### src/ps2md_pkg.sv
// ----------------------------------------------------------------------------
// ps2md_pkg
// Shared types and codes of the ps/2 mouse device responder.
// ----------------------------------------------------------------------------
package ps2md_pkg;

  // host command codes
  localparam logic [7:0] CmdReset       = 8'hFF;
  localparam logic [7:0] CmdResend      = 8'hFE;
  localparam logic [7:0] CmdSetDefaults = 8'hF6;
  localparam logic [7:0] CmdDisable     = 8'hF5;
  localparam logic [7:0] CmdEnable      = 8'hF4;
  localparam logic [7:0] CmdSetRate     = 8'hF3;
  localparam logic [7:0] CmdGetId       = 8'hF2;
  localparam logic [7:0] CmdSetRemote   = 8'hF0;
  localparam logic [7:0] CmdReadData    = 8'hEB;
  localparam logic [7:0] CmdSetStream   = 8'hEA;
  localparam logic [7:0] CmdStatus      = 8'hE9;
  localparam logic [7:0] CmdSetRes      = 8'hE8;
  localparam logic [7:0] CmdNone        = 8'h00;

  // device response codes
  localparam logic [7:0] RspAck      = 8'hFA;
  localparam logic [7:0] RspSelfTest = 8'hAA;
  localparam logic [7:0] RspStatus   = 8'hE6;
  localparam logic [7:0] RspId       = 8'h00;

  // pending argument codes
  localparam logic [1:0] ArgNone = 2'd0;
  localparam logic [1:0] ArgRate = 2'd1;
  localparam logic [1:0] ArgRes  = 2'd2;

  localparam logic [7:0] RateReset = 8'd20;

  localparam int unsigned QueueDepthDefault = 2;

  // one item's response, up to four bytes
  typedef struct packed {
    logic [3:0][7:0] bytes;
    logic [1:0]      last_idx;
    logic            stream_on;
    logic            reports_on;
  } desc_t;

endpackage

### src/ps2_mouse_device_responder.sv
// ----------------------------------------------------------------------------
// ps2_mouse_device_responder
// Device side of a ps/2 mouse: answers host bytes and motion items.
// ----------------------------------------------------------------------------
// the response is queued, then its first byte goes into the output register
// throughput: one item per cycle while the response queue has room; the
//   back end sends one byte per cycle while its output is popped or empty
// reset: async active low, mode stream, reports off, rate 20, queues empty
module ps2_mouse_device_responder #(
  parameter int unsigned QueueDepth = ps2md_pkg::QueueDepthDefault
) (
  input  logic              clk_i,
  input  logic              rst_ni,
  input  logic              push,
  output logic              full,
  input  logic              command_i,
  input  logic [7:0]        host_byte_i,
  input  logic signed [8:0] move_x_i,
  input  logic signed [8:0] move_y_i,
  input  logic [2:0]        button_bits_i,
  output logic              empty,
  input  logic              pop,
  output logic [7:0]        tx_byte_o,
  output logic              last_byte_o,
  output logic              stream_on_o,
  output logic              reports_on_o
);

  ps2md_pkg::desc_t wdesc, rdesc;
  logic accept, dpush, dpop, qfull, qempty;

  assign full   = qfull;
  assign accept = push && !qfull;

  ps2md_front u_front (
    .clk_i         (clk_i),
    .rst_ni        (rst_ni),
    .accept_i      (accept),
    .command_i     (command_i),
    .host_byte_i   (host_byte_i),
    .move_x_i      (move_x_i),
    .move_y_i      (move_y_i),
    .button_bits_i (button_bits_i),
    .desc_o        (wdesc),
    .desc_push_o   (dpush)
  );

  ps2md_fifo #(
    .Depth (QueueDepth)
  ) u_fifo (
    .clk_i   (clk_i),
    .rst_ni  (rst_ni),
    .wr_i    (dpush),
    .wdata_i (wdesc),
    .rd_i    (dpop),
    .rdata_o (rdesc),
    .full_o  (qfull),
    .empty_o (qempty)
  );

  ps2md_back u_back (
    .clk_i        (clk_i),
    .rst_ni       (rst_ni),
    .head_i       (rdesc),
    .head_valid_i (!qempty),
    .head_pop_o   (dpop),
    .pop          (pop),
    .empty        (empty),
    .tx_byte_o    (tx_byte_o),
    .last_byte_o  (last_byte_o),
    .stream_on_o  (stream_on_o),
    .reports_on_o (reports_on_o)
  );

  a_no_overflow : assert property (@(posedge clk_i) disable iff (!rst_ni)
    !(dpush && qfull))
    else $error("response queue written while full");

  a_no_underflow : assert property (@(posedge clk_i) disable iff (!rst_ni)
    !(dpop && qempty))
    else $error("response queue read while empty");

  a_motion_queued : assert property (@(posedge clk_i) disable iff (!rst_ni)
    (accept && command_i) |=> !qempty)
    else $error("motion item left no response");

endmodule

### src/ps2md_front.sv
// ----------------------------------------------------------------------------
// ps2md_front
// Decodes items, keeps the mouse state and builds each response.
// ----------------------------------------------------------------------------
module ps2md_front (
  input  logic                clk_i,
  input  logic                rst_ni,
  input  logic                accept_i,
  input  logic                command_i,
  input  logic [7:0]          host_byte_i,
  input  logic signed [8:0]   move_x_i,
  input  logic signed [8:0]   move_y_i,
  input  logic [2:0]          button_bits_i,
  output ps2md_pkg::desc_t    desc_o,
  output logic                desc_push_o
);

  logic       stream_q, stream_d;
  logic       report_q, report_d;
  logic [7:0] res_q, res_d;
  logic [7:0] rate_q, rate_d;
  logic [7:0] prev_q, prev_d;
  logic [1:0] arg_q, arg_d;
  logic [8:0] hx_q, hx_d;
  logic [8:0] hy_q, hy_d;
  logic [2:0] hb_q, hb_d;

  logic [7:0] eff;
  logic [8:0] ny;
  logic [7:0] pkt0;
  logic [2:0] nbytes;
  logic [3:0][7:0] bytes;

  always_comb begin
    stream_d = stream_q;
    report_d = report_q;
    res_d    = res_q;
    rate_d   = rate_q;
    prev_d   = prev_q;
    arg_d    = arg_q;
    hx_d     = hx_q;
    hy_d     = hy_q;
    hb_d     = hb_q;
    bytes    = '0;
    nbytes   = 3'd0;
    eff      = ps2md_pkg::CmdNone;

    if (command_i) begin
      hx_d = move_x_i;
      hy_d = move_y_i;
      hb_d = button_bits_i;
    end

    // packet from the held values after this item
    ny   = 9'd0 - hy_d;
    pkt0 = {2'b00, ny[8], hx_d[8], 1'b1, hb_d};

    if (command_i) begin
      bytes  = {8'h00, ny[7:0], hx_d[7:0], pkt0};
      nbytes = 3'd3;
    end else if (arg_q == ps2md_pkg::ArgRate || arg_q == ps2md_pkg::ArgRes) begin
      bytes[0] = ps2md_pkg::RspAck;
      nbytes   = 3'd1;
      if (arg_q == ps2md_pkg::ArgRate) begin
        rate_d = host_byte_i;
      end else begin
        res_d = host_byte_i;
      end
      arg_d = ps2md_pkg::ArgNone;
    end else begin
      arg_d = ps2md_pkg::ArgNone;
      if (host_byte_i == ps2md_pkg::CmdResend) begin
        eff = (prev_q == ps2md_pkg::CmdResend) ? ps2md_pkg::CmdNone : prev_q;
      end else begin
        eff    = host_byte_i;
        prev_d = host_byte_i;
      end
      bytes[0] = ps2md_pkg::RspAck;
      nbytes   = 3'd1;
      case (eff)
        ps2md_pkg::CmdReset: begin
          bytes[1] = ps2md_pkg::RspSelfTest;
          bytes[2] = 8'h00;
          nbytes   = 3'd3;
        end
        ps2md_pkg::CmdSetDefaults: stream_d = 1'b1;
        ps2md_pkg::CmdDisable:     report_d = 1'b0;
        ps2md_pkg::CmdEnable:      report_d = 1'b1;
        ps2md_pkg::CmdSetRate:     arg_d    = ps2md_pkg::ArgRate;
        ps2md_pkg::CmdGetId: begin
          bytes[1] = ps2md_pkg::RspId;
          nbytes   = 3'd2;
        end
        ps2md_pkg::CmdSetRemote:   stream_d = 1'b0;
        ps2md_pkg::CmdReadData: begin
          bytes[1] = pkt0;
          bytes[2] = hx_q[7:0];
          bytes[3] = ny[7:0];
          nbytes   = 3'd4;
        end
        ps2md_pkg::CmdSetStream:   stream_d = 1'b1;
        ps2md_pkg::CmdStatus: begin
          bytes[1] = ps2md_pkg::RspStatus;
          bytes[2] = res_q;
          bytes[3] = rate_q;
          nbytes   = 3'd4;
        end
        ps2md_pkg::CmdSetRes:      arg_d  = ps2md_pkg::ArgRes;
        ps2md_pkg::CmdNone:        nbytes = 3'd0;
        default: ;
      endcase
    end
  end

  assign desc_o.bytes      = bytes;
  assign desc_o.last_idx   = 2'(nbytes - 3'd1);
  assign desc_o.stream_on  = stream_d;
  assign desc_o.reports_on = report_d;
  assign desc_push_o       = accept_i && (nbytes != 3'd0);

  always_ff @(posedge clk_i or negedge rst_ni) begin
    if (!rst_ni) begin
      stream_q <= 1'b1;
      report_q <= 1'b0;
      res_q    <= 8'd0;
      rate_q   <= ps2md_pkg::RateReset;
      prev_q   <= ps2md_pkg::CmdNone;
      arg_q    <= ps2md_pkg::ArgNone;
      hx_q     <= 9'd0;
      hy_q     <= 9'd0;
      hb_q     <= 3'd0;
    end else if (accept_i) begin
      stream_q <= stream_d;
      report_q <= report_d;
      res_q    <= res_d;
      rate_q   <= rate_d;
      prev_q   <= prev_d;
      arg_q    <= arg_d;
      hx_q     <= hx_d;
      hy_q     <= hy_d;
      hb_q     <= hb_d;
    end
  end

endmodule

### src/ps2md_fifo.sv
// ----------------------------------------------------------------------------
// ps2md_fifo
// Short queue of responses between front and back.
// ----------------------------------------------------------------------------
module ps2md_fifo #(
  parameter int unsigned Depth = ps2md_pkg::QueueDepthDefault
) (
  input  logic             clk_i,
  input  logic             rst_ni,
  input  logic             wr_i,
  input  ps2md_pkg::desc_t wdata_i,
  input  logic             rd_i,
  output ps2md_pkg::desc_t rdata_o,
  output logic             full_o,
  output logic             empty_o
);

  localparam int unsigned AW = (Depth > 1) ? $clog2(Depth) : 1;
  localparam int unsigned CW = $clog2(Depth + 1);
  localparam logic [AW-1:0] LastPtr = AW'(Depth - 1);
  localparam logic [CW-1:0] DepthC  = CW'(Depth);

  ps2md_pkg::desc_t mem_q [Depth];
  logic [AW-1:0] wp_q, rp_q;
  logic [CW-1:0] cnt_q;

  assign full_o  = (cnt_q == DepthC);
  assign empty_o = (cnt_q == '0);
  assign rdata_o = mem_q[rp_q];

  always_ff @(posedge clk_i) begin
    if (wr_i) begin
      mem_q[wp_q] <= wdata_i;
    end
  end

  always_ff @(posedge clk_i or negedge rst_ni) begin
    if (!rst_ni) begin
      wp_q  <= '0;
      rp_q  <= '0;
      cnt_q <= '0;
    end else begin
      if (wr_i) begin
        wp_q <= (wp_q == LastPtr) ? '0 : wp_q + 1'b1;
      end
      if (rd_i) begin
        rp_q <= (rp_q == LastPtr) ? '0 : rp_q + 1'b1;
      end
      if (wr_i && !rd_i) begin
        cnt_q <= cnt_q + 1'b1;
      end else if (rd_i && !wr_i) begin
        cnt_q <= cnt_q - 1'b1;
      end
    end
  end

endmodule

### src/ps2md_back.sv
// ----------------------------------------------------------------------------
// ps2md_back
// Sends a queued response byte by byte through an output register.
// ----------------------------------------------------------------------------
module ps2md_back (
  input  logic             clk_i,
  input  logic             rst_ni,
  input  ps2md_pkg::desc_t head_i,
  input  logic             head_valid_i,
  output logic             head_pop_o,
  input  logic             pop,
  output logic             empty,
  output logic [7:0]       tx_byte_o,
  output logic             last_byte_o,
  output logic             stream_on_o,
  output logic             reports_on_o
);

  logic [1:0] idx_q;
  logic       valid_q;
  logic [7:0] tx_q;
  logic       last_q, stream_q, report_q;
  logic       load, is_last;

  assign load       = head_valid_i && (!valid_q || pop);
  assign is_last    = (idx_q == head_i.last_idx);
  assign head_pop_o = load && is_last;

  always_ff @(posedge clk_i or negedge rst_ni) begin
    if (!rst_ni) begin
      idx_q   <= 2'd0;
      valid_q <= 1'b0;
    end else begin
      if (load) begin
        valid_q <= 1'b1;
        idx_q   <= is_last ? 2'd0 : idx_q + 2'd1;
      end else if (pop) begin
        valid_q <= 1'b0;
      end
    end
  end

  always_ff @(posedge clk_i) begin
    if (load) begin
      tx_q     <= head_i.bytes[idx_q];
      last_q   <= is_last;
      stream_q <= head_i.stream_on;
      report_q <= head_i.reports_on;
    end
  end

  assign empty        = !valid_q;
  assign tx_byte_o    = tx_q;
  assign last_byte_o  = last_q;
  assign stream_on_o  = stream_q;
  assign reports_on_o = report_q;

endmodule
### config.mk
export PLATFORM = sky130hd
export DESIGN_NAME = ps2_mouse_device_responder
export DESIGN_NICKNAME = d
export VERILOG_FILES = /design/src/ps2md_pkg.sv /design/src/ps2_mouse_device_responder.sv /design/src/ps2md_front.sv /design/src/ps2md_fifo.sv /design/src/ps2md_back.sv
export SDC_FILE = /design/constraint.sdc
export NUM_CORES = 1
export LEC_CHECK = 0
export BUFFER_PORTS_ARGS = -buffer_cell sky130_fd_sc_hd__buf_2
export CAP_MARGIN = 20
export CORE_MARGIN = 2
export CORE_UTILIZATION = 25
export DETAILED_ROUTE_END_ITERATION = 8
export PLACE_DENSITY = 0.51
export SLEW_MARGIN = 20
export SYNTH_ARGS = -nofsm -noshare
export SYNTH_HDL_FRONTEND = slang
export SYNTH_SLANG_ARGS = --single-unit
### constraint.sdc
create_clock -name clk_i -period 4.3 [get_ports clk_i]
set_input_delay 0.645 -clock clk_i [delete_from_list [all_inputs] [get_ports clk_i]]
set_output_delay 0.645 -clock clk_i [all_outputs]
set_load 0.01 [all_outputs]
==> Yosys cells after proc, flatten, opt, wreduce, memory -nomap -nowiden <==
Memories as Yosys holds them, arrays and structs flattened.
Cells that the tools add are included.
W data, S select, Z words.
{ "totals": {"ff_bits": 67, "ram_bits": 72, "input_bits": 34, "output_inout_bits": 13, "elab_cells": 106, "mem_count": 1} }
{ "op_classes": {"n_addsub": 7, "magnitude_cmp": 1, "eq_ne": 17, "muxes": 34, "bitwise": 4, "n_reduce_logical": 24} }
{ "memory_table": {"columns": ["name", "depth", "width", "rd", "rd_ports_with_merged_regs", "wr", "line_no", "source"], "rows": [
  ["u_fifo.mem_q", 2, 36, 1, 0, 1, "ps2md_fifo.sv:23", "ps2md_pkg::desc_t mem_q [Depth];"]
]} }
{ "ops": {"columns": ["operator", "count"], "rows": [
  ["$eq A8 B8 Y1 const B", 13],
  ["$mux W8", 5],
  ["$mux W32", 1],
  ["$pmux W8 S2", 2],
  ["$mux W24", 1],
  ["$pmux W8 S3", 1],
  ["$mux W9", 2],
  ["$bmux W8 S2", 1],
  ["$pmux W3 S4", 1],
  ["$reduce_and A4 Y1", 3],
  ["$mux W1", 10],
  ["$mux W3", 3],
  ["$sub A1 B9 Y9 const A", 1],
  ["$logic_not A8 Y1", 1],
  ["$mux W2", 4],
  ["$logic_and A1 B1 Y1", 6],
  ["$logic_not A1 Y1", 5],
  ["$add A2 B1 Y2 const B", 2],
  ["$eq A2 B2 Y1 const B", 2],
  ["$not A1 Y1", 4],
  ["$pmux W1 S2", 2],
  ["$pmux W2 S2", 1],
  ["$reduce_bool A2 Y1", 2],
  ["$reduce_or A2 Y1", 2],
  ["9 further kinds", 12]
]} }

==> Longest topological paths before layout <==
{ "logic_depth": {"depth_word": 16, "depth_mapped": 14, "ltp_nobuf": 12} }

==> Cells and area by module <==
A second synthesis with hierarchy kept.
{ "unflattened": {"hier_cells": 472, "hier_area_um2": 6707.7} }
{ "modules_own_cells": {"columns": ["mod", "instances", "cells_each", "area_each_um2", "seq_area_each_um2"], "rows": [
  ["ps2md_front", 1, 302, 3052.9, 1229.9],
  ["ps2md_fifo", 1, 128, 2934.1, 2262.2],
  ["ps2md_back", 1, 40, 703.2, 405.4],
  ["ps2_mouse_device_responder", 1, 2, 17.5, 0.0]
]} }

==> Least setup slack after synthesis <==
Ideal clock, no wire load.
{ "synth_timing": {"path_kind": "input to register", "start": "input host_byte_i[2]", "end": "memory u_fifo.mem_q[0][0] (netlist bit) (enable)", "setup_ps": 325, "arrival_time_ps": 2993, "required_ps": 3975, "setup_slack_ps": 982, "cell_stages": 11, "n_path_buf": 3, "path_cell_list": "buf_2 > nand4b_2 > o22a_1 > or4_4 > or3_1 > buf_6 > buf_6 > o31ai_1 > ha_1 > a21oi_4 > and2b_2"} }
{ "synth_via": {"elab_chain_len": 13, "word_cells_on_any_way": 17, "classes_between": "eq/ne: 5; mux: 8; reduce/logical: 4"} }
{ "synth_rtl": {"columns": ["element", "line_no", "source"], "rows": [
  ["start: declaration", "ps2_mouse_device_responder.sv:17", "input logic [7:0] host_byte_i,"],
  ["$eq A8 B8 Y1", "ps2md_front.sv:72", "if (host_byte_i == ps2md_pkg::CmdResend) begin"],
  ["$mux W8 *", "ps2md_front.sv:72", null],
  ["$mux W8 *", "ps2md_front.sv:61", "end else if (arg_q == ps2md_pkg::ArgRate || arg_q == ps2md_pkg::ArgRes) begin"],
  ["$mux W8 *", "ps2md_front.sv:58", "if (command_i) begin"],
  ["$eq A8 B8 Y1", "ps2md_front.sv:80", "case (eff)"],
  ["$reduce_or A2 Y1 (no line)", null, null],
  ["$pmux W3 S4 *", "ps2md_front.sv:80", null],
  ["$mux W3 *", "ps2md_front.sv:61", null],
  ["$mux W3 *", "ps2md_front.sv:58", null],
  ["$reduce_bool A3 Y1 *", "ps2md_front.sv:119", "assign desc_push_o = accept_i && (nbytes != 3'd0);"],
  ["$logic_and A1 B1 Y1 *", "ps2md_front.sv:119", null],
  ["named net dpush", "ps2_mouse_device_responder.sv:30", "logic accept, dpush, dpop, qfull, qempty;"],
  ["$mux W1 *", "ps2md_fifo.sv:32", "if (wr_i) begin"],
  ["$mux W1 (not written as such) *", "ps2md_fifo.sv:33", "mem_q[wp_q] <= wdata_i;"],
  ["end: declaration", "ps2md_fifo.sv:23", null]
]} }
The timed path passes the listed nets; every way through them passes the cells marked *. The select of a mux whose other input is x is not followed.

==> Worst setup path in the final report <==
{ "layout_timing": {"start": "input host_byte_i[2]", "end": "memory u_fifo.mem_q[0][14] (netlist bit) (enable)"} }
Same word-level chain as after synthesis.

==> impl_metrics.json <==
{
  "antenna_found_initial": 0,
  "grt_pass1_wl_mm": 22.0,
  "power.internal_mw": 3.41,
  "cts_resized": 0,
  "drtIter0Drc": 324,
  "fin_skew_ns": 0.0101,
  "route.detailed.drc": 0,
  "power_mw": 4.80,
  "ctsHoldBuffers": 0,
  "vias_per_cell": 4.54,
  "layout_commonest_cell": "edfxtp_1",
  "clock_tree.root_cell": "clkbuf_16",
  "coreArea_sq_um": 24400,
  "fmax_ghz": 0.296,
  "cp-end-kind": "flip-flop",
  "post-cts-setup-buffers": 0,
  "place.gp.congestion": 0.855,
  "crit_type": "in -> reg",
  "p_leak_nw": 2.90,
  "async_flop_share_pct": 41.5,
  "synthFlopType": "edfxtp_1",
  "startpoint_type": "input port",
  "clock_sinks": 135,
  "seqPwrFrac_pct": 43.5,
  "required_ns": 4.34,
  "outcome": "finished clean",
  "ys_ff_latch": 135,
  "layout_common_cells": "edfxtp_1, mux2_2, dfrtp_1, buf_2, nand2_1",
  "num_rows": 57,
  "hold_path_class": "in -> async",
  "synth_top_area_share_pct": 38.1,
  "routedWlPerCell_microns": 16.8,
  "clk_path_buf_depth": 2,
  "path_clk_slew_ns": 0.06,
  "synthTopCellsByArea": "edfxtp_1, dfrtp_1, mux2_2",
  "tightest_slew_ns": 0.973,
  "synth.distinct_cells": 61,
  "synth_nets": 481,
  "relSlewSlack_pct": 34.9,
  "placed_area_sq_um": 6830,
  "dr.pass1.iters": 5,
  "postSynthAreaPerCell_sq_um": 14.1,
  "period_needed_ns": 3.38,
  "grt_pass1_vias": 3809,
  "rsz0062_at_grt": "false",
  "start_util_pct": 25.5,
  "tns_ns": 0,
  "synth_area_sq_um": 6220,
  "synth_top_area_cell": "edfxtp_1",
  "dp_hpwl_mm": 10.2,
  "clkPwrFrac_pct": 33.3,
  "clock_latency_ns": 0.42,
  "cap_violations": 0,
  "drive_gt1_share_pct": 33.0,
  "p_comb_share_pct": 23.2,
  "timing.hold.ws_ns": 0.357,
  "die_width_microns": 162,
  "arrival_ns": 3.43,
  "yosys_warnings": 0,
  "vias": 3782,
  "cts_buffers": 17,
  "drv_slew": 0,
  "seq_area_frac_synth_pct": 60.7,
  "grt_use_total_pct": 11.2,
  "period_share_pct": 78.7,
  "hold_viol_final": 0,
  "cp_max_fo": 34,
  "dieArea_sq_um": 26200,
  "grt.overflow.total": 0,
  "power.switching_mw": 1.38,
  "synthCells": 442,
  "design_area_sq_um": 7480,
  "cts_tree": "built",
  "peakVddDrop_mv": 0.310,
  "synth_edf_count": 79,
  "io_pins": 47,
  "grt_max_degree": 37,
  "nets": 535,
  "power_density_nw_per_um2": 642,
  "drt_wl_total_mm": 14.0,
  "ctsHtreeMaxLevel": 4,
  "antenna_left": 0,
  "swShare_pct": 28.9,
  "area_delta_synth_final_pct": 20.1,
  "antennaDiodeCount": 0,
  "io_buffers": 46,
  "dieHeight_microns": 162,
  "setup_violations": 0
}
-- per-layer routing --
layer / global-route usage, % / vias up / share of wire [%]
met5: 0 / - / 0
met4: 4.99 / 0 / 2.6
met3: 2.83 / 23 / 4.4
met2: 17.1 / 110 / 46
met1: 15.2 / 1862 / 47
li1: - / 1787 / -
-- flip-flops by register name (all words and copies together) (netlist names), 2 cells and up --
signal and count:
u_front.prev_q 8, u_front.hy_q 9, u_front.hb_q 3, u_front.res_q 8, u_back.tx_byte_o 8, u_front.hx_q 9
u_fifo.cnt_q 2, u_front.rate_q 8, u_fifo.mem_q 68, u_front.arg_q 2, u_back.idx_q 2
-- kinds of logic after synthesis --
kind of cell             synth area share, %
flip-flops                              60.7
AND/OR/NAND/NOR                         8.48
multiplexers                            17.7
AO/OA/AOI/OAI                           7.46
buffers and inverters                   2.29
XOR/XNOR                                2.37
adder cells (fa/ha/maj)                 1.01
-- cells in the mapped netlist (3+ instances only) --
cell	number
a211oi_1	5
a21oi_1	7
a31oi_1	4
and2_1	4
buf_2	3
buf_6	3
clkbuf_1	14
dfrtp_1	53
dfstp_2	3
edfxtp_1	79
ha_1	5
inv_1	9
mux2_2	55
mux2i_1	19
mux4_2	13
nand2_1	29
nand2b_1	8
nand3_1	8
nor2_1	21
nor2b_1	3
nor3_1	4
nor3b_1	4
o21ai_0	18
o21ai_1	5
o22ai_1	5
o31ai_1	5
xnor2_1	7
xor2_1	8
-- final timing paths --
kind	end	start	slack (ns)	cells after the start
max in group asynchronous	u_front.rate_q[4]	rst_ni	3.04	2
worst min register to register	u_front.hy_q[1]	u_front.hy_q[1]	0.49	2
worst max register to register	u_fifo.mem_q[0][14]	u_front.prev_q[2]	0.94	9
min in group clk_i	u_back.valid_q	pop	0.42	2
worst min-delay path	u_back.idx_q[1]	rst_ni	0.36	1
worst max-delay path	u_fifo.mem_q[0][14]	host_byte_i[2]	0.92	10
-- layout make-up --
type	count	area [sq um]
inverter	10	37.5
fill	2478	16900
sequential	135	3780
clock buffer	19	433
multi-input combinational	276	2300
tap	324	405
timing repair buffer	56	305
clock inverter	13	214
-- power by group through the flow --
stage,logic (mW),registers (mW),clock network (mW)
2_1_floorplan,0.854,2.00,0
3_3_place_gp,1.12,2.10,0
3_5_place_dp,1.13,2.12,0
4_1_cts,1.14,2.09,1.64
5_1_grt,1.23,2.14,1.69
6_report,1.11,2.09,1.60
-- critical path, stage by stage --
cell and delay [ns]:
buf_2 0.20, nand4b_2 0.16, nor2_1 0.29, a21boi_0 0.28, or2_2 0.40, o21ai_0 0.17, a31oi_1 0.11, ha_1 0.22
a21oi_4 0.20, and2b_2 0.72
-- metrics by stage --
| stage | cells | util [%] | setup slack, ns |
|---|---|---|---|
| finish | 833 | 30.7 | 0.918 |
| CTS | 833 | 30.7 | 0.925 |
| floorplan | 442 | - | 0.982 |
| detailed placement | 801 | 28.0 | 0.492 |
| global route | 833 | 30.7 | 0.579 |
| global placement | 801 | 28.0 | 0.601 |
No activity file was read; power rests on OpenSTA's default activity.
